$ cat src/rtl/core/gspd_pkg.sv
`timescale 1ns / 1ps
// Package for the gain-scheduled steering PD block.
// Holds the configuration record, register indexes and fixed arithmetic constants.
package gspd_pkg;

	typedef enum logic [2:0] {
		REG_DEVIATION_GAIN       = 3'd0,
		REG_RATE_GAIN            = 3'd1,
		REG_GYRO_GAIN            = 3'd2,
		REG_GYRO_DAMPING         = 3'd3,
		REG_DEVIATION_BOOST      = 3'd4,
		REG_GYRO_BOOST           = 3'd5,
		REG_BOOST_THRESHOLD      = 3'd6,
		REG_GYRO_BOOST_THRESHOLD = 3'd7
	} cfg_idx_t;

	localparam int CFG_IDX_W  = 3;
	localparam int CFG_DATA_W = 13;

	typedef struct packed {
		logic        [11:0] deviation_gain;
		logic signed [12:0] rate_gain;
		logic        [9:0]  gyro_gain;
		logic signed [10:0] gyro_damping;
		logic signed [12:0] deviation_boost;
		logic signed [10:0] gyro_boost;
		logic        [6:0]  boost_threshold;
		logic        [6:0]  gyro_boost_threshold;
	} cfg_t;

	// Fixed excess offsets and gyro zoning limits on the deviation magnitude.
	localparam logic signed [8:0] DEV_EXCESS_BASE  = 9'sd50;
	localparam logic signed [8:0] GYRO_EXCESS_BASE = 9'sd75;
	localparam logic [7:0] ZONE_QUARTER_LIMIT = 8'd20;
	localparam logic [7:0] ZONE_HALF_LIMIT    = 8'd40;
	localparam logic [7:0] ZONE_FULL_LIMIT    = 8'd50;
	localparam logic signed [15:0] GYRO_CLAMP = 16'sd200;
	localparam logic [7:0] GYRO_CLAMP_MAG     = 8'd200;

	// Division by 50 and by 25 as a multiply by a rounded-up reciprocal.
	// Exact for the magnitudes that the boost products can reach.
	localparam logic [19:0] DIV50_MUL   = 20'd671089;
	localparam int          DIV50_SHIFT = 25;
	localparam logic [17:0] DIV25_MUL   = 18'd167773;
	localparam int          DIV25_SHIFT = 22;

	localparam logic signed [22:0] DRIVE_MAX = 23'sd4194303;
	localparam logic signed [22:0] DRIVE_MIN = -23'sd4194304;

endpackage

$ cat src/rtl/core/gspd_if.sv
`timescale 1ns / 1ps
// Valid/ready channel interfaces for the steering PD block.
// One carries sensor words in, the other carries drive words out; no dependencies.
interface gspd_in_if;
	logic               valid;
	logic               ready;
	logic signed [7:0]  deviation;
	logic signed [8:0]  deviation_rate;
	logic signed [15:0] gyro_rate;

	modport source (output valid, output deviation, output deviation_rate,
		output gyro_rate, input ready);
	modport sink (input valid, input deviation, input deviation_rate,
		input gyro_rate, output ready);
endinterface

interface gspd_out_if;
	logic               valid;
	logic               ready;
	logic signed [22:0] left_drive;
	logic signed [22:0] right_drive;

	modport source (output valid, output left_drive, output right_drive, input ready);
	modport sink (input valid, input left_drive, input right_drive, output ready);
endinterface

$ cat src/rtl/core/gain_scheduled_steering_pd.sv
`timescale 1ns / 1ps
// Top level of the gain-scheduled steering PD block: configuration registers and pipeline.
// Depends on gspd_pkg, the channel interfaces and gspd_datapath.
//
// Each input word (deviation, deviation rate, gyro rate) yields one output word with the
// left and right steering drives. The block takes one word per clock cycle unless the
// output stalls, and each word passes through six register stages: magnitude and
// zoning, boost products, reciprocal divides, gain scheduling, term products and the
// saturating sum. A full output register does not stop earlier stages from filling.
// The eight gain and threshold registers are written through the plain write port and
// come out of reset at their documented defaults; write them only while no word is in flight.
module gain_scheduled_steering_pd (
	input  logic                             clk,
	input  logic                             arst_n,
	input  logic                             cfg_wr_en,
	input  logic [gspd_pkg::CFG_IDX_W-1:0]   cfg_index,
	input  logic [gspd_pkg::CFG_DATA_W-1:0]  cfg_wdata,
	gspd_in_if.sink                          samples,
	gspd_out_if.source                       drives
);
	import gspd_pkg::*;

	cfg_t cfg_q;

	always_ff @(posedge clk or negedge arst_n) begin
		if (!arst_n) begin
			cfg_q.deviation_gain       <= 12'd700;
			cfg_q.rate_gain            <= -13'sd1000;
			cfg_q.gyro_gain            <= 10'd100;
			cfg_q.gyro_damping         <= 11'sd0;
			cfg_q.deviation_boost      <= 13'sd0;
			cfg_q.gyro_boost           <= 11'sd0;
			cfg_q.boost_threshold      <= 7'd50;
			cfg_q.gyro_boost_threshold <= 7'd75;
		end else if (cfg_wr_en) begin
			case (cfg_index)
				REG_DEVIATION_GAIN: begin
					cfg_q.deviation_gain <= cfg_wdata[11:0];
				end
				REG_RATE_GAIN: begin
					cfg_q.rate_gain <= $signed(cfg_wdata[12:0]);
				end
				REG_GYRO_GAIN: begin
					cfg_q.gyro_gain <= cfg_wdata[9:0];
				end
				REG_GYRO_DAMPING: begin
					cfg_q.gyro_damping <= $signed(cfg_wdata[10:0]);
				end
				REG_DEVIATION_BOOST: begin
					cfg_q.deviation_boost <= $signed(cfg_wdata[12:0]);
				end
				REG_GYRO_BOOST: begin
					cfg_q.gyro_boost <= $signed(cfg_wdata[10:0]);
				end
				REG_BOOST_THRESHOLD: begin
					cfg_q.boost_threshold <= cfg_wdata[6:0];
				end
				REG_GYRO_BOOST_THRESHOLD: begin
					cfg_q.gyro_boost_threshold <= cfg_wdata[6:0];
				end
				default: begin
				end
			endcase
		end
	end

	gspd_datapath u_datapath (
		.clk     (clk),
		.arst_n  (arst_n),
		.cfg     (cfg_q),
		.samples (samples),
		.drives  (drives)
	);

endmodule

$ cat src/rtl/core/gspd_datapath.sv
`timescale 1ns / 1ps
// Six-stage pipeline of the gain-scheduled PD law, with per-stage valid bits.
// Depends on gspd_pkg and the gspd_in_if / gspd_out_if interfaces.
module gspd_datapath (
	input  logic          clk,
	input  logic          arst_n,
	input  gspd_pkg::cfg_t cfg,
	gspd_in_if.sink       samples,
	gspd_out_if.source    drives
);
	import gspd_pkg::*;

	function automatic logic signed [22:0] saturate(input logic signed [24:0] v);
		logic signed [24:0] hi;
		logic signed [24:0] lo;
		hi = 25'(DRIVE_MAX);
		lo = 25'(DRIVE_MIN);
		if (v > hi) begin
			return DRIVE_MAX;
		end else if (v < lo) begin
			return DRIVE_MIN;
		end
		return v[22:0];
	endfunction

	logic v_s1, v_s2, v_s3, v_s4, v_s5, v_s6;
	logic rdy1, rdy2, rdy3, rdy4, rdy5, rdy6;

	assign rdy6 = !v_s6 || drives.ready;
	assign rdy5 = !v_s5 || rdy6;
	assign rdy4 = !v_s4 || rdy5;
	assign rdy3 = !v_s3 || rdy4;
	assign rdy2 = !v_s2 || rdy3;
	assign rdy1 = !v_s1 || rdy2;

	assign samples.ready = rdy1;
	assign drives.valid  = v_s6;

	always_ff @(posedge clk or negedge arst_n) begin
		if (!arst_n) begin
			v_s1 <= 1'b0;
			v_s2 <= 1'b0;
			v_s3 <= 1'b0;
			v_s4 <= 1'b0;
			v_s5 <= 1'b0;
			v_s6 <= 1'b0;
		end else begin
			if (rdy1) v_s1 <= samples.valid;
			if (rdy2) v_s2 <= v_s1;
			if (rdy3) v_s3 <= v_s2;
			if (rdy4) v_s4 <= v_s3;
			if (rdy5) v_s5 <= v_s4;
			if (rdy6) v_s6 <= v_s5;
		end
	end

	// Stage 1: magnitude, zoning, gyro clamp and the rate product.
	logic        [7:0]  mag_c;
	logic signed [7:0]  exc50_c, exc75_c;
	logic        [9:0]  zone_c;
	logic        [7:0]  gabs_c;
	logic signed [8:0]  gterm_c;
	logic signed [21:0] rate_prod_c;
	logic               dev_pos_c;

	always_comb begin
		mag_c = samples.deviation[7] ? 8'(-samples.deviation) : 8'(samples.deviation);
		exc50_c = 8'($signed({1'b0, mag_c}) - DEV_EXCESS_BASE);
		exc75_c = 8'($signed({1'b0, mag_c}) - GYRO_EXCESS_BASE);
		if (mag_c < ZONE_QUARTER_LIMIT) begin
			zone_c = '0;
		end else if (mag_c < ZONE_HALF_LIMIT) begin
			zone_c = cfg.gyro_gain >> 2;
		end else if (mag_c < ZONE_FULL_LIMIT) begin
			zone_c = cfg.gyro_gain >> 1;
		end else begin
			zone_c = cfg.gyro_gain;
		end
		if (samples.gyro_rate > GYRO_CLAMP || samples.gyro_rate < -GYRO_CLAMP) begin
			gabs_c = GYRO_CLAMP_MAG;
		end else begin
			gabs_c = samples.gyro_rate[15] ? 8'(-samples.gyro_rate) : 8'(samples.gyro_rate);
		end
		dev_pos_c = !samples.deviation[7] && (samples.deviation != 8'sd0);
		gterm_c = dev_pos_c ? -$signed({1'b0, gabs_c}) : $signed({1'b0, gabs_c});
		rate_prod_c = 22'(cfg.rate_gain) * 22'(samples.deviation_rate);
	end

	logic signed [7:0]  dev_s1, exc50_s1, exc75_s1;
	logic               den_s1, gen_s1;
	logic        [9:0]  zone_s1;
	logic signed [8:0]  gterm_s1;
	logic signed [21:0] rate_s1;

	always_ff @(posedge clk) begin
		if (rdy1 && samples.valid) begin
			dev_s1   <= samples.deviation;
			exc50_s1 <= exc50_c;
			exc75_s1 <= exc75_c;
			den_s1   <= mag_c > {1'b0, cfg.boost_threshold};
			gen_s1   <= mag_c > {1'b0, cfg.gyro_boost_threshold};
			zone_s1  <= zone_c;
			gterm_s1 <= gterm_c;
			rate_s1  <= rate_prod_c;
		end
	end

	// Stage 2: boost products, kept as sign and magnitude.
	logic signed [20:0] pd_c;
	logic signed [18:0] pg_c;

	assign pd_c = 21'(cfg.deviation_boost) * 21'(exc50_s1);
	assign pg_c = 19'(cfg.gyro_boost) * 19'(exc75_s1);

	logic signed [7:0]  dev_s2;
	logic        [19:0] pd_mag_s2;
	logic        [17:0] pg_mag_s2;
	logic               pd_neg_s2, pg_neg_s2, den_s2, gen_s2;
	logic        [9:0]  zone_s2;
	logic signed [8:0]  gterm_s2;
	logic signed [21:0] rate_s2;

	always_ff @(posedge clk) begin
		if (rdy2 && v_s1) begin
			dev_s2    <= dev_s1;
			pd_mag_s2 <= pd_c[20] ? 20'(-pd_c) : 20'(pd_c);
			pg_mag_s2 <= pg_c[18] ? 18'(-pg_c) : 18'(pg_c);
			pd_neg_s2 <= pd_c[20];
			pg_neg_s2 <= pg_c[18];
			den_s2    <= den_s1;
			gen_s2    <= gen_s1;
			zone_s2   <= zone_s1;
			gterm_s2  <= gterm_s1;
			rate_s2   <= rate_s1;
		end
	end

	// Stage 3: reciprocal multiplies give the truncated quotients.
	logic [39:0] qd_prod_c;
	logic [35:0] qg_prod_c;

	assign qd_prod_c = 40'(pd_mag_s2) * 40'(DIV50_MUL);
	assign qg_prod_c = 36'(pg_mag_s2) * 36'(DIV25_MUL);

	logic signed [7:0]  dev_s3;
	logic        [12:0] qd_s3;
	logic        [11:0] qg_s3;
	logic               pd_neg_s3, pg_neg_s3, den_s3, gen_s3;
	logic        [9:0]  zone_s3;
	logic signed [8:0]  gterm_s3;
	logic signed [21:0] rate_s3;

	always_ff @(posedge clk) begin
		if (rdy3 && v_s2) begin
			dev_s3    <= dev_s2;
			qd_s3     <= qd_prod_c[DIV50_SHIFT +: 13];
			qg_s3     <= qg_prod_c[DIV25_SHIFT +: 12];
			pd_neg_s3 <= pd_neg_s2;
			pg_neg_s3 <= pg_neg_s2;
			den_s3    <= den_s2;
			gen_s3    <= gen_s2;
			zone_s3   <= zone_s2;
			gterm_s3  <= gterm_s2;
			rate_s3   <= rate_s2;
		end
	end

	// Stage 4: scheduled deviation gain and gyro coefficient.
	logic signed [13:0] dboost_c;
	logic signed [12:0] gboost_c;
	logic signed [14:0] dgain_c;
	logic signed [13:0] gcoef_c;

	always_comb begin
		if (!den_s3) begin
			dboost_c = '0;
		end else if (pd_neg_s3) begin
			dboost_c = -$signed({1'b0, qd_s3});
		end else begin
			dboost_c = $signed({1'b0, qd_s3});
		end
		if (!gen_s3) begin
			gboost_c = '0;
		end else if (pg_neg_s3) begin
			gboost_c = -$signed({1'b0, qg_s3});
		end else begin
			gboost_c = $signed({1'b0, qg_s3});
		end
		dgain_c = $signed({3'b000, cfg.deviation_gain}) + 15'(dboost_c);
		gcoef_c = $signed({4'b0000, zone_s3}) + 14'(gboost_c) - 14'(cfg.gyro_damping);
	end

	logic signed [7:0]  dev_s4;
	logic signed [14:0] dgain_s4;
	logic signed [13:0] gcoef_s4;
	logic signed [8:0]  gterm_s4;
	logic signed [21:0] rate_s4;

	always_ff @(posedge clk) begin
		if (rdy4 && v_s3) begin
			dev_s4   <= dev_s3;
			dgain_s4 <= dgain_c;
			gcoef_s4 <= gcoef_c;
			gterm_s4 <= gterm_s3;
			rate_s4  <= rate_s3;
		end
	end

	// Stage 5: deviation and gyro terms.
	logic signed [22:0] dterm_c, gprod_c;

	assign dterm_c = -(23'(dgain_s4) * 23'(dev_s4));
	assign gprod_c = 23'(gcoef_s4) * 23'(gterm_s4);

	logic signed [22:0] dterm_s5, gprod_s5;
	logic signed [21:0] rate_s5;

	always_ff @(posedge clk) begin
		if (rdy5 && v_s4) begin
			dterm_s5 <= dterm_c;
			gprod_s5 <= gprod_c;
			rate_s5  <= rate_s4;
		end
	end

	// Stage 6: sum, saturate, output register.
	logic signed [24:0] sum_c, neg_c;

	assign sum_c = 25'(dterm_s5) - 25'(rate_s5) + 25'(gprod_s5);
	assign neg_c = -sum_c;

	logic signed [22:0] left_s6, right_s6;

	always_ff @(posedge clk) begin
		if (rdy6 && v_s5) begin
			left_s6  <= saturate(sum_c);
			right_s6 <= saturate(neg_c);
		end
	end

	assign drives.left_drive  = left_s6;
	assign drives.right_drive = right_s6;

endmodule
$ cat src/flat_wrapper.sv
// flat-port wrapper written by rule: the top's interface ports become plain ports
module gain_scheduled_steering_pd_flat import gspd_pkg::*;
  (clk, arst_n, cfg_wr_en, cfg_index, cfg_wdata, samples_valid, samples_deviation, samples_deviation_rate, samples_gyro_rate, samples_ready, drives_valid, drives_left_drive, drives_right_drive, drives_ready);
  gspd_in_if samples_i ();
  gspd_out_if drives_i ();
  input  logic clk;
  input  logic arst_n;
  input  logic cfg_wr_en;
  input  logic [gspd_pkg::CFG_IDX_W-1:0] cfg_index;
  input  logic [gspd_pkg::CFG_DATA_W-1:0] cfg_wdata;
  input wire logic [$bits(samples_i.valid)-1:0] samples_valid;
  input wire logic [$bits(samples_i.deviation)-1:0] samples_deviation;
  input wire logic [$bits(samples_i.deviation_rate)-1:0] samples_deviation_rate;
  input wire logic [$bits(samples_i.gyro_rate)-1:0] samples_gyro_rate;
  output wire logic [$bits(samples_i.ready)-1:0] samples_ready;
  output wire logic [$bits(drives_i.valid)-1:0] drives_valid;
  output wire logic [$bits(drives_i.left_drive)-1:0] drives_left_drive;
  output wire logic [$bits(drives_i.right_drive)-1:0] drives_right_drive;
  input wire logic [$bits(drives_i.ready)-1:0] drives_ready;
  assign samples_i.valid = samples_valid;
  assign samples_i.deviation = samples_deviation;
  assign samples_i.deviation_rate = samples_deviation_rate;
  assign samples_i.gyro_rate = samples_gyro_rate;
  assign samples_ready = samples_i.ready;
  assign drives_valid = drives_i.valid;
  assign drives_left_drive = drives_i.left_drive;
  assign drives_right_drive = drives_i.right_drive;
  assign drives_i.ready = drives_ready;
  gain_scheduled_steering_pd u_core (.clk(clk), .arst_n(arst_n), .cfg_wr_en(cfg_wr_en), .cfg_index(cfg_index), .cfg_wdata(cfg_wdata), .samples(samples_i), .drives(drives_i));
endmodule
$ cat config.mk
export PLATFORM = sky130hd
export DESIGN_NAME = gain_scheduled_steering_pd_flat
export DESIGN_NICKNAME = d
export VERILOG_FILES = /design/src/rtl/core/gspd_pkg.sv /design/src/rtl/core/gspd_if.sv /design/src/rtl/core/gain_scheduled_steering_pd.sv /design/src/rtl/core/gspd_datapath.sv /design/src/flat_wrapper.sv
export SDC_FILE = /design/constraint.sdc
export NUM_CORES = 2
export LEC_CHECK = 0
export BUFFER_PORTS_ARGS = -buffer_cell sky130_fd_sc_hd__clkbuf_2
export CAP_MARGIN = 40
export CELL_PAD_IN_SITES_DETAIL_PLACEMENT = 0
export CELL_PAD_IN_SITES_GLOBAL_PLACEMENT = 1
export CORE_UTILIZATION = 45
export DETAILED_ROUTE_END_ITERATION = 6
export GPL_TIMING_DRIVEN = 0
export PLACE_DENSITY_LB_ADDON = 0.2
export REMOVE_ABC_BUFFERS = 1
export SLEW_MARGIN = 20
export SYNTH_ARGS = -nofsm -noshare
export SYNTH_HDL_FRONTEND = slang
export SYNTH_SLANG_ARGS = --single-unit
$ cat constraint.sdc
create_clock -name clk -period 9 [get_ports clk]
set_input_delay 1.35 -clock clk [delete_from_list [all_inputs] [get_ports clk]]
set_output_delay 1.35 -clock clk [all_outputs]
set_load 0.05 [all_outputs]
==> results.md <==
* Drt wl/cell at 17.0 µm
* Mean Syn Cell Area at 10.9 µm²
* Setup Buffers After CTS at 0
* #FFs+latches synth at just over 500
* Post-synth top flop: edfxtp_1
* Top cell type by total area after synthesis: fa_1
* Global-route wire length before repair at about 190 mm
* Final worst path period need at ~7.4 ns
* Worst EP arrival at approximately 7.8 ns
* RSZ-0062 raised after global routing: false
* Hold WS at 0.406 ns
* Slew HR at a little over two fifths
* Via-to-Cell Ratio at between 4 and 5
* Post-Layout Cell Count at 6802
* Area growth syn-to-layout at 8.42%
* CTS buffer count at 59
* Io pins at 102
* Tcrit/Tclk final at between 80% and 90%
* Crit. Startpoint: u_core.u_datapath.pd_mag_s2[11]
* Post-Synthesis Cells at a little over 5000
* Final Max Slew Viols at 0
* Crit path required time at around 9.4 ns
* Initial Utilization at between 40% and 50%
* Most frequent cell after synthesis: inv_1
* RR Startpoint: u_core.u_datapath.pd_mag_s2[11]
* 1st-iter DRT viols at approximately 1600
* Clk_skew at between 0.03 and 0.04 ns
* Hold Vio Cnt, Final at 0
* Cts hold-fix bufs at 0
* Worst setup SP type: flip-flop
* Reg clk slew, reported paths at about 0.060 ns
* Endpoints failing setup at 0
* Sequential fraction of the synthesis area at between 20% and 30%
* Root Buffer: clkbuf_16
* Placed cells at between 6000 and 7000
* Routed WL at about 120 mm
* Fmax at between 0.1 and 0.15 GHz
* Fraction of registers with async set/reset at about 18%
* CP max FO at 9
* Post-CTS Resized at 0
* Longest Clk Path Bufs at 3
* Drt pass-1 iters at 5
* DIE WIDTH at approximately 350 µm
* Least-Margin Pin Slew at approximately 0.85 ns
* Setup CP Type: reg -> reg
* Port bufs at just over 100
* Clock latency on the worst-skew pair at between 0.6 and 0.7 ns
* Antenna Violating Nets Remaining at 0
* Worst Hold Class: reg -> reg
* Cell repeated most along the worst path: fa_1
* Share of layout cells above drive strength 1 at approximately 7%
* Layout Nets at ~6600
* Die area at roughly 120000 µm²
* Ranking of synthesized cells by area: fa_1, edfxtp_1, ha_1, inv_1, and2_1
* Site row count at approximately 130
* Reg2reg end: u_core.u_datapath.qd_s3[12]
* Area of the core at between 100000 and 150000 µm²
* Die Height at between 300 and 400 µm
* Reg2Reg Depth at 23
* Via count at 33700
* Gpl congestion at 0.838
* CTS H-tree depth at 2
* Initial antenna violation count at 14
* Post-synth cell types at roughly 80
* Yosys top cell area share at 27.7%
* Grt ovf at 0
* Crit-path cells: ha_1, fa_1, fa_1, inv_1, fa_1, fa_1, inv_1, fa_1, inv_1, fa_1, inv_1, ha_1, a21o_1, a211oi_1, o21ai_0, a21oi_1, o31ai_1, a21o_1, o211a_1, o21a_1, o21ai_0, nand2b_1, xnor2_1
* Crit end category: flip-flop
* Gr usage total at 20.0%
* Max stage delay on crit path at about 0.85 ns
* Slowest stage cell on the critical path: edfxtp_1
* Worst Setup EP: u_core.u_datapath.qd_s3[12]
* Status: finished clean
* Post-detail-place hpwl at 96.0 mm
* Largest net degree at the start of global routing at 59
* CTS tree: yes
* Cell Area, Synth at 54900 µm²
* Clk sinks at between 500 and 600
* Internal reg-to-reg setup slack at approximately 1.6 ns
* Synth cell count leaders: inv_1, fa_1, ha_1
* Util after Layout at 49.4%
* Max-cap violations at 0
* Ys Warns at 0
* Vias in the first global route at roughly 36000
* Remaining DRCs at 0
* Fill cells at 11200
* EDFF count, synth at roughly 420
final cells by class:
class	count	area (µm²)	area share, %
diodes	9	22.5	0.0379
clock buffers	74	1630	2.73
clock inverters	37	365	0.614
inverters	1072	4020	6.76
multi-input cells	3368	35700	60.1
flip-flops and latches	507	14800	24.9
well taps	1612	2020	3.39
repair buffers	123	903	1.52
per-layer routing:
layer / global-route usage [%] / vias to the layer above / wire, µm
met4: 4.44 / 10 / 2170
met1: 27.4 / 16800 / 54200
li1: - / 16300 / -
met3: 2.86 / 119 / 4250
met2: 33.5 / 428 / 54800
met5: 0 / - / 69
critical path, delay by kind of cell (launching register included):
kind                       cells  cell delay (ns)
adders and majority gates      8             3.79
AOI/OAI and AO/OA              9             2.04
DFF                            1             0.85
buffers and inverters          4             0.20
xor gates and xnor gates       1             0.13
and+or+nand+nor                1             0.09
cell usage in the layout, fill, tap and decap left out, types with 61 or more instances in the layout:
cell type / instances
a21oi_1: 112
and2_1: 295
clkbuf_16: 61
clkbuf_2: 100
dfrtp_1: 69
edfxtp_1: 417
fa_1: 759
ha_1: 674
inv_1: 1070
mux2_2: 83
nand2_1: 375
nand2b_1: 62
nor2_1: 137
o21ai_0: 114
xnor2_1: 202
xor2_1: 66
metrics by stage:
| step | area [µm²] | TNS, ns | setup slack, ns |
|---|---|---|---|
| after global placement | 57000 | -18.64 | -0.285 |
| final | 59500 | 0 | 1.63 |
| after floorplan | 54500 | 0 | 2.00 |
| after detailed placement | 57500 | 0 | 1.50 |
| after CTS | 59500 | 0 | 1.57 |
| after global routing | 59500 | 0 | 1.24 |
cells by family after synthesis:
logic type | synth area share [%]
buf+inv | 8.05
flops | 27.0
xor+xnor | 4.28
mux | 1.90
simple gates | 10.4
compound gates | 5.30
fa+ha+maj | 43.1
registers in the layout, indices dropped and copies added, names as in the netlist, 10 cells and up:
| name | count |
|---|---|
| u_core.cfg_q | 84 |
| u_core.u_datapath.drives.left_drive | 23 |
| u_core.u_datapath.drives.right_drive | 23 |
| u_core.u_datapath.dterm_s5 | 23 |
| u_core.u_datapath.gprod_s5 | 23 |
| u_core.u_datapath.rate_s1 | 22 |
| u_core.u_datapath.rate_s2 | 22 |
| u_core.u_datapath.rate_s3 | 22 |
| u_core.u_datapath.rate_s4 | 22 |
| u_core.u_datapath.rate_s5 | 22 |
| u_core.u_datapath.pd_mag_s2 | 20 |
| u_core.u_datapath.pg_mag_s2 | 18 |
| u_core.u_datapath.dgain_s4 | 15 |
| u_core.u_datapath.gcoef_s4 | 14 |
| u_core.u_datapath.qd_s3 | 13 |
| u_core.u_datapath.qg_s3 | 12 |
| u_core.u_datapath.zone_s1 | 10 |
| u_core.u_datapath.zone_s2 | 10 |
| u_core.u_datapath.zone_s3 | 10 |
how the worst min path moves through the flow:
stage                                      startpoint                           to  depth (start not counted)
after floorplan              u_core.u_datapath.den_s1     u_core.u_datapath.den_s2                          0
after global placement    u_core.u_datapath.dev_s2[6]  u_core.u_datapath.dev_s3[6]                          0
after detailed placement     u_core.u_datapath.den_s2     u_core.u_datapath.den_s3                          0
after CTS                 u_core.u_datapath.dev_s2[3]  u_core.u_datapath.dev_s3[3]                          0
after global routing      u_core.u_datapath.dev_s2[3]  u_core.u_datapath.dev_s3[3]                          0
final                     u_core.u_datapath.dev_s2[3]  u_core.u_datapath.dev_s3[3]                          0
Power is not shown: default switching activity piles up to over one toggle a cycle in this logic, so the estimate is an artifact.
